==> src/design/iougt_pkg.sv <==
// ----------------------------------------------------------------------------
// iougt_pkg
// Shared types and constants of the IoU-gated mutual nearest tracker.
// ----------------------------------------------------------------------------
package iougt_pkg;

    localparam int COORD_W = 12;
    localparam int TAG_W   = 32;
    localparam int ID_W    = 32;
    localparam int HIT_W   = 16;
    localparam int MISS_W  = 8;
    localparam int EV_W    = 3;
    localparam int DIST_W  = 29;
    localparam int CFG_W   = 8;
    localparam int IDX_W   = 8;

    // item opcodes
    localparam logic [1:0] OPC_DET     = 2'd0;
    localparam logic [1:0] OPC_DET_END = 2'd1;
    localparam logic [1:0] OPC_END     = 2'd2;
    localparam logic [1:0] OPC_CLEAR   = 2'd3;

    // result events
    localparam logic [EV_W-1:0] EV_MATCHED = 3'd0;
    localparam logic [EV_W-1:0] EV_MISSED  = 3'd1;
    localparam logic [EV_W-1:0] EV_NEW     = 3'd2;
    localparam logic [EV_W-1:0] EV_REMOVED = 3'd3;
    localparam logic [EV_W-1:0] EV_EMPTY   = 3'd4;

    // register indexes
    localparam logic [IDX_W-1:0] REG_TARGET_LABEL = 8'd0;
    localparam logic [IDX_W-1:0] REG_HITS_ACCEPT  = 8'd1;
    localparam logic [IDX_W-1:0] REG_MISSES_DROP  = 8'd2;
    localparam logic [IDX_W-1:0] REG_IOU_THR      = 8'd3;

    typedef struct packed {
        logic [1:0]               opcode;
        logic [7:0]               class_label;
        logic [COORD_W-1:0]       box_x;
        logic [COORD_W-1:0]       box_y;
        logic [COORD_W-1:0]       box_w;
        logic [COORD_W-1:0]       box_h;
        logic signed [TAG_W-1:0]  user_tag;
    } item_t;

    typedef struct packed {
        logic [EV_W-1:0]          event_res;
        logic [ID_W-1:0]          track_id;
        logic signed [TAG_W-1:0]  track_tag;
        logic [COORD_W-1:0]       out_x;
        logic [COORD_W-1:0]       out_y;
        logic [COORD_W-1:0]       out_w;
        logic [COORD_W-1:0]       out_h;
        logic [HIT_W-1:0]         hit_count;
        logic [MISS_W-1:0]        miss_count;
        logic                     acceptable;
        logic                     last_result;
    } result_t;

    typedef struct packed {
        logic [COORD_W-1:0] x;
        logic [COORD_W-1:0] y;
        logic [COORD_W-1:0] w;
        logic [COORD_W-1:0] h;
    } box_t;

    typedef struct packed {
        box_t             box;
        logic [TAG_W-1:0] tag;
    } det_ent_t;

    typedef struct packed {
        box_t              box;
        logic [ID_W-1:0]   id;
        logic [TAG_W-1:0]  tag;
        logic [HIT_W-1:0]  hits;
        logic [MISS_W-1:0] misses;
    } trk_ent_t;

    // datapath commands
    typedef enum logic [4:0] {
        OP_NOP,
        OP_ACCEPT,
        OP_INIT,
        OP_PRD,
        OP_PS1,
        OP_PS2,
        OP_PS3,
        OP_PS4,
        OP_PS5,
        OP_UCHK,
        OP_URD2,
        OP_UAPPLY,
        OP_CCHK,
        OP_CCOPY,
        OP_NCHK,
        OP_NWR,
        OP_FIN
    } dp_op_t;

    typedef struct packed {
        dp_op_t op;
    } dp_cmd_t;

    typedef struct packed {
        logic pair_skip;
        logic j_last;
        logic i_last;
        logic i_done;
        logic dead_i;
        logic j_done;
        logic new_skip;
    } dp_status_t;

endpackage

==> src/design/iougt_ctrl.sv <==
// ----------------------------------------------------------------------------
// iougt_ctrl
// Sequencer: steps the datapath through buffering, pairing, track update,
// compaction and track creation.
// ----------------------------------------------------------------------------
module iougt_ctrl (
    input  logic                 clk,
    input  logic                 rst_n,
    input  logic                 start,
    input  logic [1:0]           opcode,
    input  iougt_pkg::dp_status_t status,
    output iougt_pkg::dp_cmd_t    cmd,
    output logic                 busy
);
    import iougt_pkg::*;

    typedef enum logic [4:0] {
        S_IDLE,
        S_INIT,
        S_PRD,
        S_PS1,
        S_PS2,
        S_PS3,
        S_PS4,
        S_PS5,
        S_UCHK,
        S_URD2,
        S_UAPPLY,
        S_CCHK,
        S_CCOPY,
        S_NCHK,
        S_NWR,
        S_FIN
    } state_t;

    state_t state_reg, state_next;

    // next state and command
    always_comb
    begin
        state_next = state_reg;
        cmd.op     = OP_NOP;
        case (state_reg)
            S_IDLE:
            begin
                if (start)
                begin
                    cmd.op = OP_ACCEPT;
                    if (opcode == OPC_DET_END || opcode == OPC_END)
                    begin
                        state_next = S_INIT;
                    end
                end
            end
            S_INIT:
            begin
                cmd.op     = OP_INIT;
                state_next = status.pair_skip ? S_UCHK : S_PRD;
            end
            S_PRD:
            begin
                cmd.op     = OP_PRD;
                state_next = S_PS1;
            end
            S_PS1:
            begin
                cmd.op     = OP_PS1;
                state_next = S_PS2;
            end
            S_PS2:
            begin
                cmd.op     = OP_PS2;
                state_next = S_PS3;
            end
            S_PS3:
            begin
                cmd.op     = OP_PS3;
                state_next = S_PS4;
            end
            S_PS4:
            begin
                cmd.op     = OP_PS4;
                state_next = S_PS5;
            end
            S_PS5:
            begin
                cmd.op     = OP_PS5;
                state_next = (status.j_last && status.i_last) ? S_UCHK : S_PRD;
            end
            S_UCHK:
            begin
                cmd.op     = OP_UCHK;
                state_next = status.i_done ? S_CCHK : S_URD2;
            end
            S_URD2:
            begin
                cmd.op     = OP_URD2;
                state_next = S_UAPPLY;
            end
            S_UAPPLY:
            begin
                cmd.op     = OP_UAPPLY;
                state_next = S_UCHK;
            end
            S_CCHK:
            begin
                cmd.op = OP_CCHK;
                if (status.i_done)
                begin
                    state_next = S_NCHK;
                end
                else if (status.dead_i)
                begin
                    state_next = S_CCOPY;
                end
            end
            S_CCOPY:
            begin
                cmd.op     = OP_CCOPY;
                state_next = S_CCHK;
            end
            S_NCHK:
            begin
                cmd.op = OP_NCHK;
                if (status.j_done)
                begin
                    state_next = S_FIN;
                end
                else if (!status.new_skip)
                begin
                    state_next = S_NWR;
                end
            end
            S_NWR:
            begin
                cmd.op     = OP_NWR;
                state_next = S_NCHK;
            end
            S_FIN:
            begin
                cmd.op     = OP_FIN;
                state_next = S_IDLE;
            end
            default:
            begin
                state_next = S_IDLE;
            end
        endcase
    end

    always_ff @(posedge clk or negedge rst_n)
    begin
        if (!rst_n)
        begin
            state_reg <= S_IDLE;
        end
        else
        begin
            state_reg <= state_next;
        end
    end

    assign busy = (state_reg != S_IDLE);

endmodule

==> config.mk <==
export PLATFORM = sky130hd
export DESIGN_NAME = iougt_ctrl
export DESIGN_NICKNAME = d
export VERILOG_FILES = /design/src/design/iougt_pkg.sv /design/src/design/iougt_ctrl.sv
export SDC_FILE = /design/constraint.sdc
export NUM_CORES = 1
export LEC_CHECK = 0
export BUFFER_PORTS_ARGS = -buffer_cell sky130_fd_sc_hd__buf_2
export CAP_MARGIN = 10
export CORE_AREA = 3 3 40 42
export DETAILED_ROUTE_END_ITERATION = 8
export DIE_AREA = 0 0 43 45
export GPL_ROUTABILITY_DRIVEN = 0
export PLACE_DENSITY = 0.65
export RECOVER_POWER = 25
export SLEW_MARGIN = 15
export SYNTH_ARGS = -nofsm -noshare
export SYNTH_HDL_FRONTEND = slang
export SYNTH_SLANG_ARGS = --single-unit
==> constraint.sdc <==
create_clock -name clk -period 1.75 [get_ports clk]
set_input_delay 0.0875 -clock clk [delete_from_list [all_inputs] [get_ports clk]]
set_output_delay 0.0875 -clock clk [all_outputs]
set_load 0.05 [all_outputs]
**Word-level counts from Yosys, hierarchy flattened**

Cells that the tools add are included.

- Latch bits: 0
- Memory bits (read-only): 0
- Bits in writable memories: 0
- Input bits: 12
- Memories kept: 0
- Output and inout port bits: 6
- Flip-flop bits (word level): 5

- Bitwise operators: 0
- Mux-type cells: 12
- Reduce and logical (&&, ||, !) cells: 5
- $lt $le $gt $ge: 0
- Add/subtract/negate cells: 0
- Equality and inequality tests: 21
- Shift-type cells: 0
- Div/mod/pow operators: 0
- $mul: 0

Operators by type and width:

| operator | count |
|---|---|
| $pmux W5 S16 | 1 |
| $pmux W5 S15 | 1 |
| $eq A5 B4 Y1 const B | 8 |
| $mux W5 | 6 |
| $eq A5 B3 Y1 const B | 4 |
| $eq A5 B2 Y1 const B | 2 |
| $mux W4 | 2 |
| $ne A3 B3 Y1 const B | 2 |
| $eq A5 B1 Y1 const B | 1 |
| $logic_not A5 Y1 | 1 |
| $reduce_bool A5 Y1 | 1 |
| $ne A2 B2 Y1 const B | 2 |
| $reduce_and A4 Y1 | 1 |
| $eq A2 B1 Y1 const B | 1 |
| $eq A2 B2 Y1 const B | 1 |
| $mux W2 | 1 |
| $logic_and A1 B1 Y1 | 1 |
| $logic_or A1 B1 Y1 | 1 |
| $mux W1 | 1 |

**Depth between registers and ports, before layout**

Gate-level depths: netlist of run 1.

- Word-level depth: 5
- Depth in mapped cells: 5

**Least setup slack after synthesis of run 1**

No wires, ideal clock.

- Path type: reg-to-output
- Start: register state_reg[1]
- End: output cmd[2] (netlist name)
- Cell stages (with the launch flop): 4
- Path slack: 214 ps
- Buffers on the path: 1
- Data arrival time: 1448 ps
- Path through: dfrtp_1 -> buf_2 -> nand2_1 -> xnor2_1

RTL lines:

| element | RTL line | source |
|---|---|---|
| start: declaration | iougt_ctrl.sv:36 | `state_t state_reg, state_next;` |
| start signal: assignment | iougt_ctrl.sv:159 | `state_reg <= state_next;` |
| end: declaration | iougt_ctrl.sv:12 | `output iougt_pkg::dp_cmd_t cmd,` |

**Final worst setup path of run 1**

- Start: register state_reg[0]
- End: output busy

- Word-level cells in the longest chain between the ends: 1

Ends and longest elaborated chain:

| element | RTL line | source |
|---|---|---|
| $reduce_bool A5 Y1 | iougt_ctrl.sv:163 | `assign busy = (state_reg != S_IDLE);` |
| end: declaration | iougt_ctrl.sv:13 | `output logic busy` |

No other way between the ends.

==> impl_metrics.yaml, run 1 <==
outcome:
  run_status: "completed"
cells_and_area:
  antenna-diode-count: 0
  post_route_cells_drive_above_1_share: 0.424
  total_of_fill_cells_in_the_finished_design: 143
  register_area_sq_um: 100
  multiInputGateArea_sq_um: 256
  final_nets: 80
  area.growth.synth_to_final_pct: 29.7
  layout_commonest_cell: "sky130_fd_sc_hd__buf_2"
  layout_common_cells: "16 x sky130_fd_sc_hd__buf_2, 4 x sky130_fd_sc_hd__dfrtp_1"
  final_cells: 81
  largest_register_ffs: 4
setup_path:
  cp_max_fo: 11
  rrSetupSlack_ns: 0.26
  max_stage_delay_ns: 0.56
  critPathLaunchType: "flop"
  r2r-end: "state_reg[2]"
  cp.buffers_inverters: 1
  worst_path_dominant_cell_family: "simple AND/OR/NAND/NOR gates"
  cp_cell_sequence: "or4_4 > buf_2"
  critPathKind: "flop to primary output"
  critical_path.reg2reg.startpoint: "state_reg[3]"
  worst-r2r-cell-count: 4
  end_kind: "primary output"
  critical-path-slowest-cell: "sky130_fd_sc_hd__or4_4"
  worstPathArrival_ns: 1.52
  required_time_of_the_critical_path_ns: 1.66
  worstSetupPathDepth: 2
placement:
  post-place-cells: 77
  hpwl_um: 779
  portBuffers: 17
logic_synthesis:
  yosys_warnings: 0
  synth-seq-cells: 4
  share_of_the_synthesized_area_in_compound_gates_ao_oa_aoi_oai: 0.278
  post-synth-top-area-fraction: 0.252
  ys_async_sr_fraction: 1.00
  post_synth_fa_ha_maj_area_fraction: 0
  seq_area_frac_synth: 0.252
  dominant_combinational_cell_family_by_area_after_synthesis: "simple AND/OR/NAND/NOR gates"
  synthCells: 47
  synth_area_in_xor_xnor: 0.0883
  netlist_area_sq_um: 397
  synth.mux.area_fraction: 0
  synthesis.nets: 59
  count_of_flip_flops_with_a_built_in_enable_after_synthesis: 0
  ys_types: 32
  synthesized_area_fraction_occupied_by_and_or_nand_nor_cells: 0.281
  syn-mean-instance-area_sq_um: 8.44
  yosys_top_cell_by_area: "sky130_fd_sc_hd__dfrtp_1"
  ys_top_cells_by_area: "sky130_fd_sc_hd__dfrtp_1 25%, sky130_fd_sc_hd__xor2_1 6.6%, sky130_fd_sc_hd__buf_6 5.7%"
  synthFlopType: "sky130_fd_sc_hd__dfrtp_1"
die:
  dieWidth_um: 43
  initial_utilization: 0.309
  ios: 18
  floorplan.core_area_sq_um: 1280
  die-area_sq_um: 1940
  fp.dieH_um: 45
  fp-row-count: 13
hold_path:
  hold-path-cell-count: 3
  min-delay-path-class: "input port to flop"
  worst_hold_path.endpoint: "state_reg[3]"
  hold_path_startpoint: "status[4]"
global_routing:
  grt_antenna_before_repair: 0
  grt_max_degree: 14
  global_route.usage.total: 0.112
  grt_first_pass_wirelength_um: 1600
  gr-total-overflow: 0
  grt_pass1_vias: 394
timing:
  drv_slew: 0
  worst_slew_margin_rel: 0.711
  hold_violations: 0
  max_freq_mhz: 623
  fin_skew_ns: 0.000667
  rsz0062_at_grt: "false"
  layout_worst_path_cycle_share: 0.918
  fin_tns_setup_ns: 0
  setup_viol: 0
  fin_crit_ns: 1.61
  worst_slew_pin_slew_ns: 0.423
cts:
  cts-root-to-sink-buffers: 2
  clk_pin_slew_ns: 0.04
  cts-buffers-inserted: 3
  clk_latency_ns: 0.23
  tritoncts: "yes"
  cts_htree_levels: 1
  num_clock_sinks: 4
  cell_at_the_root_of_the_clock_tree: "sky130_fd_sc_hd__clkbuf_4"
detailed_routing:
  iteration_count_of_the_initial_detailed_routing_pass: 4
  vias: 424
  post_drt_via_cell_ratio: 5.23
  drt_drc_violations_left: 0
  wl_per_cell_um: 12.2
  drt_iter0_drc: 4
  antenna_violating_nets_post_route: 0
  finalWirelength_um: 986
power_and_ir_drop:
  power_density_over_cell_area_nw_per_um2: 2300
  power.leakage_nw: 0.234
  ir_drop_mv: 0.881
run:
  max-cap-violations: 0
-- final cells by class --
| class | instances | area share |
|---|---|---|
| Clock buffer | 3 | 0.0438 |
| Inverter | 2 | 0.0146 |
| Multi-Input combinational cell | 37 | 0.499 |
| Sequential cell | 4 | 0.195 |
| Tap cell | 15 | 0.0365 |
| Timing Repair Buffer | 20 | 0.212 |
-- tightest hold or removal path, stage by stage --
cell and delay (ns):
sky130_fd_sc_hd__buf_2 0.09, sky130_fd_sc_hd__a31oi_1 0.06, sky130_fd_sc_hd__o22ai_1 0.10
-- cell families (layout without fill, tap and decap cells) --
logic type                Yosys count  in the layout
and+or+nand+nor                    18             18
xor gates and xnor gates            4              4
buffers and inverters               6             25
AOI/OAI and AO/OA                  15             15
DFF                                 4              4
-- power by group --
group / switching (mW) / internal (mW) / leakage [nW] / total [mW]
Combinational: 0.529 / 0.289 / 0.175 / 0.818
Clock: 0.0362 / 0.0766 / 0.0138 / 0.113
Sequential: 0.115 / 0.139 / 0.0457 / 0.254
-- how the worst max path moves through the flow --
| stage | start | endpoint | slack (ns) |
|---|---|---|---|
| finish | state_reg[0] | busy | 0.14 |
| global route | state_reg[0] | busy | 0.08 |
| CTS | state_reg[0] | busy | 0.14 |
| detailed placement | state_reg[3] | state_reg[2] | 0.24 |
| global placement | state_reg[0] | state_reg[0] | 0.30 |
| floorplan | state_reg[1] | cmd[2] | 0.21 |
-- repair_timing --
| action | 4_1_cts | 5_1_grt |
|---|---|---|
| endpoints found under the hold margin | 4 | 0 |
| resized for setup | 0 | 0 |
| hold buffers | 1 | 0 |
| buffers inserted | 0 | 0 |
-- per-layer routing --
layer / track usage / up-vias / part of all wire
met3: 0.0359 / 2 / 0.067
met4: 0.0723 / 0 / 0.017
met5: 0 / - / 0
li1: - / 215 / -
met2: 0.174 / 16 / 0.47
met1: 0.134 / 191 / 0.45
-- Yosys cell counts, types with 2 or more instances --
cell type	number
sky130_fd_sc_hd__a31oi_1	3
sky130_fd_sc_hd__buf_6	2
sky130_fd_sc_hd__dfrtp_1	4
sky130_fd_sc_hd__nor2_1	3
sky130_fd_sc_hd__buf_2	2
sky130_fd_sc_hd__nand3_1	2
sky130_fd_sc_hd__nand2_1	2
sky130_fd_sc_hd__xor2_1	3
sky130_fd_sc_hd__a21oi_1	3
-- per-stage QoR --
stage          cell area [sq um]  hold slack [ns]  utilization  worst slack [ns]  total power [mW]
2_1_floorplan                397           -0.208            -             0.214             0.931
3_3_place_gp                 483           -0.103        0.376             0.296              1.06
3_5_place_dp                 483           -0.107        0.376             0.237              1.07
4_1_cts                      515            0.156        0.401             0.145              1.19
5_1_grt                      514            0.182        0.400            0.0823              1.28
6_report                     514            0.159        0.400             0.144              1.18
(Power assumes the default switching activity.)
==> run 2, diff against run 1 <==
PLACE_DENSITY = 0.58   (was 0.65)
==> run 2 against run 1 <==
Fmax up 0.37%. Critical path depth unchanged. Largest power group unchanged. Cell count down 1.2%. Utilization shrank 0.58 points. Non-clock buffer count decreased by 1. Setup slack better by 0.0059 ns. Clock-buffer cell count did not move. Combinational power is 2% lower. Global-route usage fell by 0.76 points. Routed wire length shrank 4.5%. Final area fell by 1.5%.
==> impl_metrics.yaml, run 2 (synthesis gave the netlist of run 1 again) <==
outcome:
  run_status: "completed"
setup_path:
  critical-path-slowest-cell: "sky130_fd_sc_hd__or4_4"
  cp_max_fo: 11
  r2r-end: "state_reg[0]"
  max_stage_delay_ns: 0.57
  critPathKind: "flop to primary output"
  worst_path_dominant_cell_family: "simple AND/OR/NAND/NOR gates"
  rrSetupSlack_ns: 0.26
  critPathLaunchType: "flop"
  worstSetupPathDepth: 2
  end_kind: "primary output"
  cp.buffers_inverters: 1
  cp_cell_sequence: "or4_4 > buf_2"
  critical_path.reg2reg.startpoint: "state_reg[0]"
  worstPathArrival_ns: 1.51
  worst-r2r-cell-count: 4
  required_time_of_the_critical_path_ns: 1.66
detailed_routing:
  finalWirelength_um: 942
  wl_met2_um: 440
  post_drt_via_cell_ratio: 5.21
  drt_iter0_drc: 9
  drt_drc_violations_left: 0
  top_layer: "met3"
  vias: 417
  iteration_count_of_the_initial_detailed_routing_pass: 4
  dr_wl_met3_um: 46
  wirelength_met1_um: 455
  antenna_violating_nets_post_route: 0
  wl_per_cell_um: 11.8
die:
  initial_utilization: 0.309
  ios: 18
  fp-row-count: 13
  fp.dieH_um: 45
  floorplan.core_area_sq_um: 1280
  die-area_sq_um: 1940
  dieWidth_um: 43
timing:
  worst_slew_margin_rel: 0.738
  rsz0062_at_grt: "false"
  drv_slew: 0
  fin_tns_setup_ns: 0
  fin_crit_ns: 1.60
  layout_worst_path_cycle_share: 0.914
  worst_slew_pin_slew_ns: 0.394
  fin_skew_ns: 0.00177
  setup_viol: 0
  hold_violations: 0
  max_freq_mhz: 625
cts:
  post_cts.repair.setup_buffers: 0
  num_clock_sinks: 4
  post_cts_resize_count: 0
  cts_htree_levels: 1
  clk_pin_slew_ns: 0.04
  tritoncts: "yes"
  cts-buffers-inserted: 3
  cts-root-to-sink-buffers: 2
  clk_latency_ns: 0.22
  cell_at_the_root_of_the_clock_tree: "sky130_fd_sc_hd__clkbuf_4"
power_and_ir_drop:
  ir_drop_mv: 0.504
  power_density_over_cell_area_nw_per_um2: 2280
  power.leakage_nw: 0.230
cells_and_area:
  post_route_cells_drive_above_1_share: 0.415
  final_nets: 79
  area.growth.synth_to_final_pct: 27.8
  largest_register_ffs: 4
  antenna-diode-count: 0
  utilization: 0.394
  layout_common_cells: "16 x sky130_fd_sc_hd__buf_2, 4 x sky130_fd_sc_hd__dfrtp_1"
  layout_commonest_cell: "sky130_fd_sc_hd__buf_2"
hold_path:
  hold-path-cell-count: 3
  hold_path_startpoint: "status[2]"
  min-delay-path-class: "input port to flop"
  worst_hold_path.endpoint: "state_reg[0]"
global_routing:
  gr-total-overflow: 0
  grt_antenna_before_repair: 0
  grt_pass1_vias: 399
  global_route.usage.total: 0.105
  grt_first_pass_wirelength_um: 1600
  grt_max_degree: 14
placement:
  hpwl_um: 716
  portBuffers: 17
run:
  max-cap-violations: 0
-- run 2: changes by cell type in the layout (fill, tap and decap cells not counted), sizes merged --
cell / before / now
buf: 18 / 17
-- run 2: how the worst max path moves through the flow --
stage	startpoint	endpoint	slack [ns]
after floorplan	state_reg[1]	cmd[2]	0.21
after CTS	state_reg[0]	busy	0.15
final	state_reg[0]	busy	0.15
after detailed placement	state_reg[0]	state_reg[0]	0.28
after global placement	state_reg[3]	state_reg[2]	0.29
after global routing	state_reg[0]	busy	0.10
-- run 2: metrics by stage --
step | total power [mW] | hold slack, ns | setup slack [ns] | area (sq um) | instances
finish | 1.16 | 0.180 | 0.150 | 507 | 80
global route | 1.25 | 0.192 | 0.102 | 507 | 80
CTS | 1.17 | 0.179 | 0.147 | 508 | 80
detailed placement | 1.05 | -0.105 | 0.276 | 475 | 76
global placement | 1.06 | -0.105 | 0.291 | 475 | 76
floorplan | 0.931 | -0.208 | 0.214 | 397 | 47
-- run 2: worst register-to-register path: cells and delay by family (launching register included) --
kind,cells,cell delay (ns)
flops,1,0.49
simple gates,2,0.69
compound gates,2,0.19
-- run 2: layout make-up --
| cell class | count | area [sq um] |
|---|---|---|
| Sequential cell | 4 | 100 |
| Multi-Input combinational cell | 37 | 256 |
| Inverter | 2 | 7.51 |
| Fill cell | 142 | 778 |
| Clock buffer | 3 | 22.5 |
| Timing Repair Buffer | 19 | 101 |
| Tap cell | 15 | 18.8 |
-- run 2: routing by layer --
metal / vias to the layer above / track usage
li1: 211 / -
met1: 195 / 0.127
met2: 11 / 0.192
met3: 0 / 0.0120
met4: 0 / 0.0361
met5: - / 0
-- run 2: repair_timing --
| item | CTS | global route |
|---|---|---|
| hold buffers | 1 | 0 |
| endpoints found under the setup margin | 0 | 0 |
| endpoints found under the hold margin | 4 | 0 |
-- run 2: power breakdown --
| group | total, mW | internal [mW] | switching (mW) | leakage (nW) |
|---|---|---|---|---|
| Combinational | 0.804 | 0.275 | 0.529 | 0.170 |
| Clock | 0.107 | 0.0762 | 0.0303 | 0.0138 |
| Sequential | 0.247 | 0.139 | 0.108 | 0.0457 |
| Total | 1.16 | 0.490 | 0.667 | 0.230 |
==> run 3, diff against run 2 <==
PLACE_DENSITY = unset   (was 0.58)
RECOVER_POWER = 100   (was 25)
SLEW_MARGIN = 10   (was 15)
==> run 3 against run 2 <==
Setup slack worse by 0.0075 ns. Clock power increased by 5%. Sequential share of layout area increased by 0.098 points. Cell count increased by 1.3%. Via count grew 0.96%. First-iteration DRC count increased by 67%. Non-clock buffer count is 1 higher. Total power grew 0.53%. Clock skew barely moved. Critical path depth is the same. Sequential cell count is the same. Critical path type unchanged. Critical endpoint unchanged. Largest cell class unchanged.
==> impl_metrics.yaml, run 3 (synthesis gave the netlist of run 1 again) <==
cells_and_area:
  final_nets: 80
  layout_common_cells: "12 x sky130_fd_sc_hd__buf_2, 4 x sky130_fd_sc_hd__dfrtp_1"
  final_cells: 81
  antenna-diode-count: 0
  area.growth.synth_to_final_pct: 27.1
  total_of_fill_cells_in_the_finished_design: 145
  post_route_cells_drive_above_1_share: 0.364
  layout_commonest_cell: "sky130_fd_sc_hd__buf_2"
  largest_register_ffs: 4
run:
  max-cap-violations: 0
detailed_routing:
  drt_iter0_drc: 15
  wl_met2_um: 430
  vias: 421
  finalWirelength_um: 982
  antenna_violating_nets_post_route: 0
  wl_per_cell_um: 12.1
  wirelength_met1_um: 453
  drt_drc_violations_left: 0
  post_drt_via_cell_ratio: 5.20
  top_layer: "met4"
  iteration_count_of_the_initial_detailed_routing_pass: 4
  dr_wl_met3_um: 59
timing:
  worst_slew_margin_rel: 0.608
  hold_violations: 0
  fin_hold_ws_ns: 0.167
  fin_tns_setup_ns: 0
  setup_viol: 0
  fin_crit_ns: 1.61
  fin_skew_ns: 0.00205
  layout_worst_path_cycle_share: 0.919
  worst_slew_pin_slew_ns: 0.591
  drv_slew: 0
  max_freq_mhz: 622
  rsz0062_at_grt: "false"
die:
  initial_utilization: 0.309
  ios: 18
  die-area_sq_um: 1940
  fp.dieH_um: 45
  fp-row-count: 13
  dieWidth_um: 43
  floorplan.core_area_sq_um: 1280
placement:
  post-place-cells: 77
  hpwl_um: 772
  portBuffers: 17
setup_path:
  critPathLaunchType: "flop"
  r2r-end: "state_reg[1]"
  end_kind: "primary output"
  critPathLaunch: "state_reg[0]"
  required_time_of_the_critical_path_ns: 1.66
  worstPathArrival_ns: 1.52
  rrSetupSlack_ns: 0.26
  cp_max_fo: 11
  worst-r2r-cell-count: 4
  critPathKind: "flop to primary output"
  critical_path.reg2reg.startpoint: "state_reg[0]"
cts:
  clk_latency_ns: 0.23
  cts_htree_levels: 1
  tritoncts: "yes"
  post_cts_resize_count: 0
  cell_at_the_root_of_the_clock_tree: "sky130_fd_sc_hd__clkbuf_4"
  cts-buffers-inserted: 3
  num_clock_sinks: 4
  clk_pin_slew_ns: 0.04
  post_cts.repair.setup_buffers: 0
  cts-hold-fix-buffers: 1
  cts-root-to-sink-buffers: 2
global_routing:
  grt_antenna_before_repair: 0
  global_route.usage.total: 0.123
  gr-total-overflow: 0
  grt_max_degree: 14
  grt_pass1_vias: 391
  grt_first_pass_wirelength_um: 1710
power_and_ir_drop:
  power_density_over_cell_area_nw_per_um2: 2310
  ir_drop_mv: 0.766
  power.leakage_nw: 0.232
hold_path:
  worst_hold_path.endpoint: "state_reg[0]"
  hold-path-cell-count: 3
  min-delay-path-class: "input port to flop"
  hold_path_startpoint: "status[2]"
outcome:
  run_status: "completed"
## run 3: cell count changes in the layout (fill, tap and decap cells not counted), sizes merged
cell,delta
buf,-3
clkbuf,+4
## run 3: report_power, final
group / internal [mW] / leakage (nW) / switching (mW)
combinational: 0.272 / 0.173 / 0.533
sequential: 0.139 / 0.0457 / 0.107
clock: 0.0766 / 0.0138 / 0.0358
## run 3: final cells by class
type	count	area, sq um	area share
inverters	2	7.51	0.0149
clock buffers	3	22.5	0.0447
repair buffers	20	108	0.213
well taps	15	18.8	0.0372
multi-input cells	37	248	0.491
flip-flops and latches	4	100	0.199
## run 3: through the flow
stage                     area [sq um]   util  worst slack [ns]  power, mW
after floorplan                    397      -             0.214      0.931
after global placement             483  0.376             0.292       1.07
after detailed placement           483  0.376             0.265       1.07
after CTS                          515  0.401             0.138       1.19
after global routing               504  0.392            0.0470       1.26
final                              504  0.392             0.142       1.16
## run 3: how the worst max path moves through the flow
stage,end,slack (ns),depth (start not counted)
5_1_grt,cmd[4],0.05,3
3_3_place_gp,state_reg[2],0.29,4
2_1_floorplan,cmd[2],0.21,3
6_report,busy,0.14,2
4_1_cts,busy,0.14,2
3_5_place_dp,state_reg[0],0.27,4
## run 3: worst max-delay path, stage by stage, from the launching register on
cell,delay [ns]
sky130_fd_sc_hd__dfrtp_1,0.48
sky130_fd_sc_hd__or4_1,0.57
sky130_fd_sc_hd__buf_2,0.24
## run 3: layer usage
metal,global-route usage,vias to the layer above
li1,-,215
met5,0,-
met4,0.114,0
met1,0.156,182
met2,0.165,20
met3,0.0359,4
